<file path="src/rtl/smpq_pkg.sv">
// Shared types, constants and helpers for the stable minimum priority queue.
// No dependencies; the datapath, controller and top level import this package.
`timescale 1ns / 1ps

package smpq_pkg;

  localparam int CAPACITY    = 16;
  localparam int IDX_W       = (CAPACITY > 1) ? $clog2(CAPACITY) : 1;
  localparam int CNT_W       = $clog2(CAPACITY + 1);
  localparam int DATA_W      = 32;
  localparam int ENTRY_W     = 2 * DATA_W;
  localparam int STATUS_W    = 2;
  localparam int COUNT_OUT_W = 5;
  localparam int IN_DATA_W   = 2 * DATA_W;
  localparam int OUT_DATA_W  = 104;

  localparam logic [STATUS_W-1:0] ST_DONE  = 2'd0;
  localparam logic [STATUS_W-1:0] ST_EMPTY = 2'd1;
  localparam logic [STATUS_W-1:0] ST_FULL  = 2'd2;

  localparam logic CMD_ENQ = 1'b0;
  localparam logic CMD_DEQ = 1'b1;

  typedef enum logic [3:0] {
    S_IDLE,
    S_DISPATCH,
    S_ENQ_RD,
    S_ENQ_CMP,
    S_DEQ_RD,
    S_DEQ_CAP,
    S_HEAD_RD,
    S_HEAD_CAP,
    S_DONE
  } state_t;

  typedef enum logic {
    RD_PREV,
    RD_HEAD
  } rd_sel_t;

  typedef struct packed {
    logic    ld_item;
    logic    rd_en;
    rd_sel_t rd_sel;
    logic    wr_en;
    logic    wr_new;
    logic    idx_dec;
    logic    cnt_inc;
    logic    deq_commit;
    logic    cap_removed;
    logic    cap_head;
    logic    ld_out;
  } dp_cmd_t;

  typedef struct packed {
    logic is_deq;
    logic fault;
    logic idx_zero;
    logic shift;
  } dp_stat_t;

  // logical slot to physical RAM address, ring of CAPACITY entries
  function automatic logic [IDX_W-1:0] phys(input logic [IDX_W-1:0] base,
                                            input logic [IDX_W-1:0] slot);
    logic [IDX_W:0] sum;
    sum = {1'b0, base} + {1'b0, slot};
    if (sum >= (IDX_W + 1)'(CAPACITY)) begin
      sum = sum - (IDX_W + 1)'(CAPACITY);
    end
    return sum[IDX_W-1:0];
  endfunction

  // reported count wraps at 32
  function automatic logic [COUNT_OUT_W-1:0] count_field(input logic [CNT_W-1:0] c);
    logic [CNT_W+COUNT_OUT_W-1:0] ext;
    ext = {{COUNT_OUT_W{1'b0}}, c};
    return ext[COUNT_OUT_W-1:0];
  endfunction

endpackage

</file>
<file path="src/rtl/smpq_ram.sv">
// Generic single-write, single-read RAM with registered read data.
// No dependencies.
`timescale 1ns / 1ps

module smpq_ram #(
  parameter int WIDTH = 64,
  parameter int DEPTH = 16
) (
  input  logic                                         clk,
  input  logic                                         we,
  input  logic [((DEPTH > 1) ? $clog2(DEPTH) : 1)-1:0] waddr,
  input  logic [WIDTH-1:0]                             wdata,
  input  logic                                         re,
  input  logic [((DEPTH > 1) ? $clog2(DEPTH) : 1)-1:0] raddr,
  output logic [WIDTH-1:0]                             rdata
);

  logic [WIDTH-1:0] mem [DEPTH];

  always_ff @(posedge clk) begin
    if (we) begin
      mem[waddr] <= wdata;
    end
    if (re) begin
      rdata <= mem[raddr];
    end
  end

endmodule

</file>
<file path="src/rtl/smpq_datapath.sv">
// Datapath: entry RAM kept as a ring, occupancy and ring base, item and result registers.
// Depends on smpq_pkg and smpq_ram.
`timescale 1ns / 1ps

module smpq_datapath (
  input  logic                                clk,
  input  logic                                rst,
  input  smpq_pkg::dp_cmd_t                   cmd,
  output smpq_pkg::dp_stat_t                  stat,
  input  logic                                s_tuser,
  input  logic [smpq_pkg::IN_DATA_W-1:0]      s_tdata,
  output logic [smpq_pkg::STATUS_W-1:0]       m_tuser,
  output logic [smpq_pkg::OUT_DATA_W-1:0]     m_tdata
);
  import smpq_pkg::*;

  logic [CNT_W-1:0]       count;
  logic [IDX_W-1:0]       base;
  logic [IDX_W-1:0]       idx;
  logic                   item_cmd;
  logic [DATA_W-1:0]      item_value;
  logic [DATA_W-1:0]      item_weight;
  logic [STATUS_W-1:0]    status;
  logic [DATA_W-1:0]      removed_value;
  logic [DATA_W-1:0]      removed_weight;
  logic [DATA_W-1:0]      head_value;

  logic [STATUS_W-1:0]    o_status;
  logic [DATA_W-1:0]      o_removed_value;
  logic [DATA_W-1:0]      o_removed_weight;
  logic                   o_head_valid;
  logic [DATA_W-1:0]      o_head_value;
  logic [COUNT_OUT_W-1:0] o_count;

  logic [IDX_W-1:0]       waddr;
  logic [IDX_W-1:0]       raddr;
  logic [ENTRY_W-1:0]     wdata;
  logic [ENTRY_W-1:0]     rdata;
  logic [STATUS_W-1:0]    status_next;
  logic                   held;

  // entry layout: weight in the upper half
  smpq_ram #(.WIDTH(ENTRY_W), .DEPTH(CAPACITY)) u_ram (
    .clk   (clk),
    .we    (cmd.wr_en),
    .waddr (waddr),
    .wdata (wdata),
    .re    (cmd.rd_en),
    .raddr (raddr),
    .rdata (rdata)
  );

  assign waddr = phys(base, idx);
  assign wdata = cmd.wr_new ? {item_weight, item_value} : rdata;
  assign raddr = (cmd.rd_sel == RD_HEAD) ? base : phys(base, idx - IDX_W'(1));
  assign held  = (count != '0);

  always_comb begin
    status_next = ST_DONE;
    if (s_tuser == CMD_ENQ) begin
      if (count == CNT_W'(CAPACITY)) begin
        status_next = ST_FULL;
      end
    end else begin
      if (count == '0) begin
        status_next = ST_EMPTY;
      end
    end
  end

  assign stat.is_deq   = (item_cmd == CMD_DEQ);
  assign stat.fault    = (status != ST_DONE);
  assign stat.idx_zero = (idx == '0);
  // held entry moves up one slot only if strictly heavier: keeps arrival order
  assign stat.shift    = $signed(rdata[ENTRY_W-1:DATA_W]) > $signed(item_weight);

  always_ff @(posedge clk) begin
    if (rst) begin
      count <= '0;
      base  <= '0;
    end else begin
      if (cmd.cnt_inc) begin
        count <= count + CNT_W'(1);
      end else if (cmd.deq_commit) begin
        count <= count - CNT_W'(1);
        if (base == IDX_W'(CAPACITY - 1)) begin
          base <= '0;
        end else begin
          base <= base + IDX_W'(1);
        end
      end
    end
  end

  always_ff @(posedge clk) begin
    if (cmd.ld_item) begin
      item_cmd       <= s_tuser;
      item_value     <= s_tdata[DATA_W-1:0];
      item_weight    <= s_tdata[IN_DATA_W-1:DATA_W];
      status         <= status_next;
      idx            <= count[IDX_W-1:0];
      removed_value  <= '0;
      removed_weight <= '0;
    end else begin
      if (cmd.idx_dec) begin
        idx <= idx - IDX_W'(1);
      end
      if (cmd.cap_removed) begin
        removed_value  <= rdata[DATA_W-1:0];
        removed_weight <= rdata[ENTRY_W-1:DATA_W];
      end
    end
    if (cmd.cap_head) begin
      head_value <= rdata[DATA_W-1:0];
    end
    if (cmd.ld_out) begin
      o_status         <= status;
      o_removed_value  <= removed_value;
      o_removed_weight <= removed_weight;
      o_head_valid     <= held;
      o_head_value     <= held ? head_value : '0;
      o_count          <= count_field(count);
    end
  end

  assign m_tuser = o_status;
  assign m_tdata = {2'b00, o_count, o_head_value, o_head_valid,
                    o_removed_weight, o_removed_value};

endmodule

</file>
<file path="src/rtl/smpq_ctrl.sv">
// Controller: sequences one item at a time through the datapath and owns the result valid.
// Depends on smpq_pkg.
`timescale 1ns / 1ps

module smpq_ctrl (
  input  logic               clk,
  input  logic               rst,
  input  logic               s_tvalid,
  output logic               s_tready,
  output logic               m_tvalid,
  input  logic               m_tready,
  input  smpq_pkg::dp_stat_t stat,
  output smpq_pkg::dp_cmd_t  cmd
);
  import smpq_pkg::*;

  state_t state;
  state_t state_next;
  logic   out_free;

  assign out_free = !m_tvalid || m_tready;

  always_ff @(posedge clk) begin
    if (rst) begin
      state    <= S_IDLE;
      m_tvalid <= 1'b0;
    end else begin
      state <= state_next;
      if (cmd.ld_out) begin
        m_tvalid <= 1'b1;
      end else if (m_tready) begin
        m_tvalid <= 1'b0;
      end
    end
  end

  always_comb begin
    state_next = state;
    case (state)
      S_IDLE: begin
        if (s_tvalid) begin
          state_next = S_DISPATCH;
        end
      end
      S_DISPATCH: begin
        if (stat.fault) begin
          state_next = S_HEAD_RD;
        end else if (stat.is_deq) begin
          state_next = S_DEQ_RD;
        end else begin
          state_next = S_ENQ_RD;
        end
      end
      S_ENQ_RD: begin
        state_next = stat.idx_zero ? S_HEAD_RD : S_ENQ_CMP;
      end
      S_ENQ_CMP: begin
        state_next = stat.shift ? S_ENQ_RD : S_HEAD_RD;
      end
      S_DEQ_RD:   state_next = S_DEQ_CAP;
      S_DEQ_CAP:  state_next = S_HEAD_RD;
      S_HEAD_RD:  state_next = S_HEAD_CAP;
      S_HEAD_CAP: state_next = S_DONE;
      S_DONE: begin
        if (out_free) begin
          state_next = S_IDLE;
        end
      end
      default: state_next = S_IDLE;
    endcase
  end

  always_comb begin
    cmd      = '0;
    cmd.rd_sel = RD_PREV;
    s_tready = 1'b0;
    case (state)
      S_IDLE: begin
        // no item is taken while reset is held
        s_tready    = !rst;
        cmd.ld_item = s_tvalid && !rst;
      end
      S_ENQ_RD: begin
        if (stat.idx_zero) begin
          // reached the front: new entry goes to slot 0
          cmd.wr_en   = 1'b1;
          cmd.wr_new  = 1'b1;
          cmd.cnt_inc = 1'b1;
        end else begin
          cmd.rd_en = 1'b1;
        end
      end
      S_ENQ_CMP: begin
        cmd.wr_en = 1'b1;
        if (stat.shift) begin
          cmd.idx_dec = 1'b1;
        end else begin
          cmd.wr_new  = 1'b1;
          cmd.cnt_inc = 1'b1;
        end
      end
      S_DEQ_RD: begin
        cmd.rd_en  = 1'b1;
        cmd.rd_sel = RD_HEAD;
      end
      S_DEQ_CAP: begin
        cmd.cap_removed = 1'b1;
        cmd.deq_commit  = 1'b1;
      end
      S_HEAD_RD: begin
        cmd.rd_en  = 1'b1;
        cmd.rd_sel = RD_HEAD;
      end
      S_HEAD_CAP: begin
        cmd.cap_head = 1'b1;
      end
      S_DONE: begin
        cmd.ld_out = out_free;
      end
      default: begin
        cmd = '0;
      end
    endcase
  end

endmodule

</file>
<file path="src/rtl/stable_min_priority_queue.sv">
// Stable minimum priority queue, up to CAPACITY (value, weight) entries held in a ring
// RAM in ascending weight order; equal weights leave in arrival order. One item is
// worked at a time. On an enqueue, each held entry heavier than the new one is moved
// one slot back by a read and a write through the single RAM port pair. A refused item
// (enqueue when full, dequeue when empty) leaves the entries as they were. The next item
// is taken while a result still waits on the output side; a second finished result
// holds the block until the first one has left.
// Depends on smpq_pkg, smpq_ctrl, smpq_datapath, smpq_ram.
`timescale 1ns / 1ps

module stable_min_priority_queue (
  input  logic                                clk,
  input  logic                                rst,
  input  logic                                s_tvalid,
  output logic                                s_tready,
  input  logic                                s_tuser,  // command
  input  logic [smpq_pkg::IN_DATA_W-1:0]      s_tdata,  // item_value, item_weight
  output logic                                m_tvalid,
  input  logic                                m_tready,
  output logic [smpq_pkg::STATUS_W-1:0]       m_tuser,  // status
  // removed_value, removed_weight, head_valid, head_value, entry_count, 2 pad bits
  output logic [smpq_pkg::OUT_DATA_W-1:0]     m_tdata
);
  import smpq_pkg::*;

  dp_cmd_t  cmd;
  dp_stat_t stat;

  smpq_ctrl u_ctrl (
    .clk      (clk),
    .rst      (rst),
    .s_tvalid (s_tvalid),
    .s_tready (s_tready),
    .m_tvalid (m_tvalid),
    .m_tready (m_tready),
    .stat     (stat),
    .cmd      (cmd)
  );

  smpq_datapath u_dp (
    .clk     (clk),
    .rst     (rst),
    .cmd     (cmd),
    .stat    (stat),
    .s_tuser (s_tuser),
    .s_tdata (s_tdata),
    .m_tuser (m_tuser),
    .m_tdata (m_tdata)
  );

  // a result never overwrites one still waiting
  a_no_overwrite: assert property (@(posedge clk) disable iff (rst)
    cmd.ld_out |-> (!m_tvalid || m_tready))
    else $error("result loaded over a pending one");

  // refused items never touch the entry store
  a_fault_no_write: assert property (@(posedge clk) disable iff (rst)
    cmd.wr_en |-> !stat.fault)
    else $error("write during refused item");

  // intake, store update and result load are separate phases
  a_phases: assert property (@(posedge clk) disable iff (rst)
    $onehot0({cmd.ld_item, cmd.wr_en, cmd.deq_commit, cmd.ld_out}))
    else $error("overlapping datapath phases");

  // after a result is loaded the block is ready for the next item
  a_ready_after_out: assert property (@(posedge clk) disable iff (rst)
    cmd.ld_out |=> s_tready)
    else $error("not ready after result");

endmodule
</file>
<file path="config.mk">
export PLATFORM = sky130hd
export DESIGN_NAME = stable_min_priority_queue
export DESIGN_NICKNAME = d
export VERILOG_FILES = /design/src/rtl/smpq_pkg.sv /design/src/rtl/smpq_ram.sv /design/src/rtl/smpq_datapath.sv /design/src/rtl/smpq_ctrl.sv /design/src/rtl/stable_min_priority_queue.sv
export SDC_FILE = /design/constraint.sdc
export NUM_CORES = 2
export LEC_CHECK = 0
export BUFFER_PORTS_ARGS = -buffer_cell sky130_fd_sc_hd__buf_2
export CAP_MARGIN = 25
export CORE_UTILIZATION = 61
export CTS_CLUSTER_DIAMETER = 30
export DETAILED_ROUTE_END_ITERATION = 10
export PLACE_DENSITY = 0.83
export REMOVE_ABC_BUFFERS = 1
export SYNTH_ARGS = -nofsm -noshare
export SYNTH_HDL_FRONTEND = slang
export SYNTH_SLANG_ARGS = --single-unit
export TNS_END_PERCENT = 30
</file>
<file path="constraint.sdc">
create_clock -name clk -period 15.8 [get_ports clk]
set_input_delay 0.79 -clock clk [delete_from_list [all_inputs] [get_ports clk]]
set_output_delay 0.79 -clock clk [all_outputs]
set_load 0.05 [all_outputs]
</file>
==> qor.csv <==
metric,value,unit
NumNets Final,3860,
initial antenna violation count,2,
IO Pins,177,
post-synthesis adder-cell area fraction,1.117,%
Synth Area in Simple Gates,8.995,%
Clock Pin Slew Worst Setup and Hold Paths,0.06,ns
design area,0.06329,mm2
1st-iter DRT viols,4575,
worst clock skew,0.03330,ns
synth cell count leaders,"edfxtp_1, nand2_1, and2_1",
Num CTS Buffers,213,
Port Buffers,174,
CP endpoint kind,flip-flop,
Sw Pwr,2.774,mW
Post-Place Worst Slack,10.62,ns
leading area contributor after synthesis,edfxtp_1,
die area,0.08896,mm2
Clk pwr share,45.1,%
Synth Area in XOR/XNOR,0.2127,%
effective utilization at floorplan,61.62,%
PwrDens,168.0,mW/mm2
Layout Utilization,72.85,%
predominant post-synthesis flop cell,edfxtp_1,
vias per cell,6.416,
Final WS setup,10.71,ns
fraction of the mapped netlist area in compound gates,7.885,%
Cells after DPL,4680,
Fillers,4719,
crit path DAT,5.61,ns
Tmin final,5.090,ns
Post-Layout Cell Count,5091,
"Clk Latency, worst-skew pair",0.80,ns
Gate Count Post-Synth,3513,
busiest grt layer,met2,
Worst setup SP type,flip-flop,
Post-CTS Resized,0,
Tot Pwr,10.64,mW
Combinational Power Share,13.4,%
largest net degree at the start of global routing,246,
dominant cells by area after synthesis,"edfxtp_1, nand2_1, a211oi_1, and2_1, a31oi_1",
post-CTS setup buffers,0,
global-route usage over all layers,29.62,%
post-synthesis mux area share,4.143,%
R2R depth,13,
First-pass DRT Iterations,7,
status,"finished, final reports clean",
WHS Endpoint,u_dp.item_value[19],
mapped cell area,0.05354,mm2
"IR drop worst, VDD",0.0001397,V
Reg-to-Reg End,u_dp.u_ram.rdata[11],
vias in the first global route,32335,
async set-reset flop share out of synthesis,0,%
Ant. Diodes,0,
Worst Setup SP,u_dp.idx[0],
Wirelength per Cell,25.99,um
CP max stage cell,buf_4,
M3 GR Usage,6.833,%
critical path class,reg -> reg,
CTS tree,yes,
first-pass GRT wire length,194800,um
CTS root buffer,clkbuf_16,
drt drc,0,
syn avg cell area,15.24,um2
"EDFF count, synth",1295,
fmax,196.5,MHz
"critical path fanouts, max",96,
WHS,0.1763,ns
die width,298.3,um
top-area cell type share of the netlist area,72.63,%
max-slew violation count,0,
Congestion Overflow GR,0,
hold_sp,s_tdata[19],
Antenna Nets Post-Route,0,
leakage,21.37,nW
internal power,7.862,mW
RSZ-0062 raised after global routing,no,
Post-CTS Hold Buffers,0,
Min-Delay Path Class,in -> reg,
met1 Use GR,38.80,%
drt total wl,132300,um
Vias,32664,
Detail Placement HPWL,61040,um
max cap viols,0,
worst slew pin tran,1.142,ns
fin crit share,32.21,%
H-tree levels,4,
synth-to-layout area growth,18.22,%
Switching Share,26.08,%
met2 Usage GRT,47.55,%
Yosys reg bits,1373,
share of post-route cells with drive strength above 1,18.78,%
WHS Path Cells,1,
Flop pwr share,41.5,%
Most common cell on crit path,buf_4,
setup_tns,0,ns
post-synthesis sequential area ratio,75.55,%
RD Place Congestion,0.8247,
FP Rows,108,
Core Area,0.08689,mm2
largest family of logic cells by synthesized area,simple AND/OR/NAND/NOR gates,
WP data required,16.32,ns
Yosys Warn Count,0,
slack of the worst reg-to-reg path,10.71,ns
"count leader, synth",edfxtp_1,
count of final setup violators,0,
Area after DPL,0.05566,mm2
Max Root-Sink Buffers,3,
Final Hold Viols,0,
Vert. Die Dim,298.3,um
unique cell type count in the Yosys netlist,57,
Num Clock Sinks,1373,
Rel. slew slack,23.84,%
crit-path cells,"inv_1, ha_1, inv_1, fa_1, xnor2_1, nand2_1, o21ai_4, buf_4, buf_4, buf_4, buf_16, a31oi_1, mux4_2",
max incr delay on CP,0.90,ns
reg2reg start,u_dp.idx[0],
-- final cells by class --
cell class / count / area [um2] / share of cell area [%]
clock buffers: 243 / 5515 / 8.714
clock inverters: 163 / 1979 / 3.127
inverters: 41 / 158.9 / 0.2511
multi-input cells: 1876 / 12190 / 19.26
flip-flops and latches: 1373 / 40450 / 63.91
well taps: 1155 / 1445 / 2.283
repair buffers: 240 / 1559 / 2.463
-- layer usage --
metal  vias up  routed length, um
met5         -                 11
met2      2357              63730
met4         2               5215
met3       419              15770
met1     16020              47580
li1      13866                  -
-- cell families after synthesis --
family / Yosys count
multiplexers: 133
flip-flops: 1373
AND/OR/NAND/NOR: 1046
XOR/XNOR: 13
buffers and inverters: 265
adder cells (fa/ha/maj): 46
AO/OA/AOI/OAI: 636
other: 1
-- cells in the final DEF (no fill, tap or decap), types with 38 or more instances in the layout --
cell,n
dfxtp_1,78
inv_1,40
mux4_2,64
edfxtp_1,1295
a211oi_1,258
a21oi_1,97
and2_1,259
ha_1,43
buf_2,174
mux2_2,38
buf_4,56
a31oi_1,256
clkbuf_16,215
nand2_1,665
-- worst max-delay path: cells and delay by family, from the launching register on --
| family | cells | cell delay [ns] |
|---|---|---|
| buffers and inverters | 6 | 2.48 |
| adders and majority gates | 2 | 0.67 |
| muxes | 1 | 0.50 |
| DFF | 1 | 0.42 |
| AOI/OAI and AO/OA | 2 | 0.26 |
| xor gates and xnor gates | 1 | 0.16 |
| and+or+nand+nor | 1 | 0.10 |
-- power groups by stage --
stage,clock network (mW),logic (mW),registers [mW]
floorplan,0,1.19,4.45
global route,4.99,1.53,4.42
global placement,0,1.28,4.47
CTS,4.83,1.38,4.41
detailed placement,0,1.34,4.48
finish,4.80,1.42,4.41
-- flip-flops by register name (all words and copies together), names as in the netlist, 32 cells and up --
signal	count
u_dp.u_ram.mem	1024
u_dp.head_value	32
u_dp.item_value	32
u_dp.removed_weight	32
u_dp.removed_value	32
u_dp.item_weight	32
u_dp.o_head_value	32
u_dp.o_removed_weight	32
u_dp.o_removed_value	32
u_dp.u_ram.rdata	64
-- worst max path at each step --
stage	to	slack, ns	cells past startpoint
finish	u_dp.u_ram.rdata[11]	10.71	13
global route	u_dp.u_ram.rdata[26]	10.53	13
CTS	u_dp.u_ram.rdata[11]	10.52	12
detailed placement	u_dp.u_ram.rdata[25]	10.62	12
global placement	u_dp.u_ram.rdata[26]	10.75	12
floorplan	u_dp.u_ram.rdata[0]	-2.62	5
Note: power is estimated with default switching activity, not from simulation.
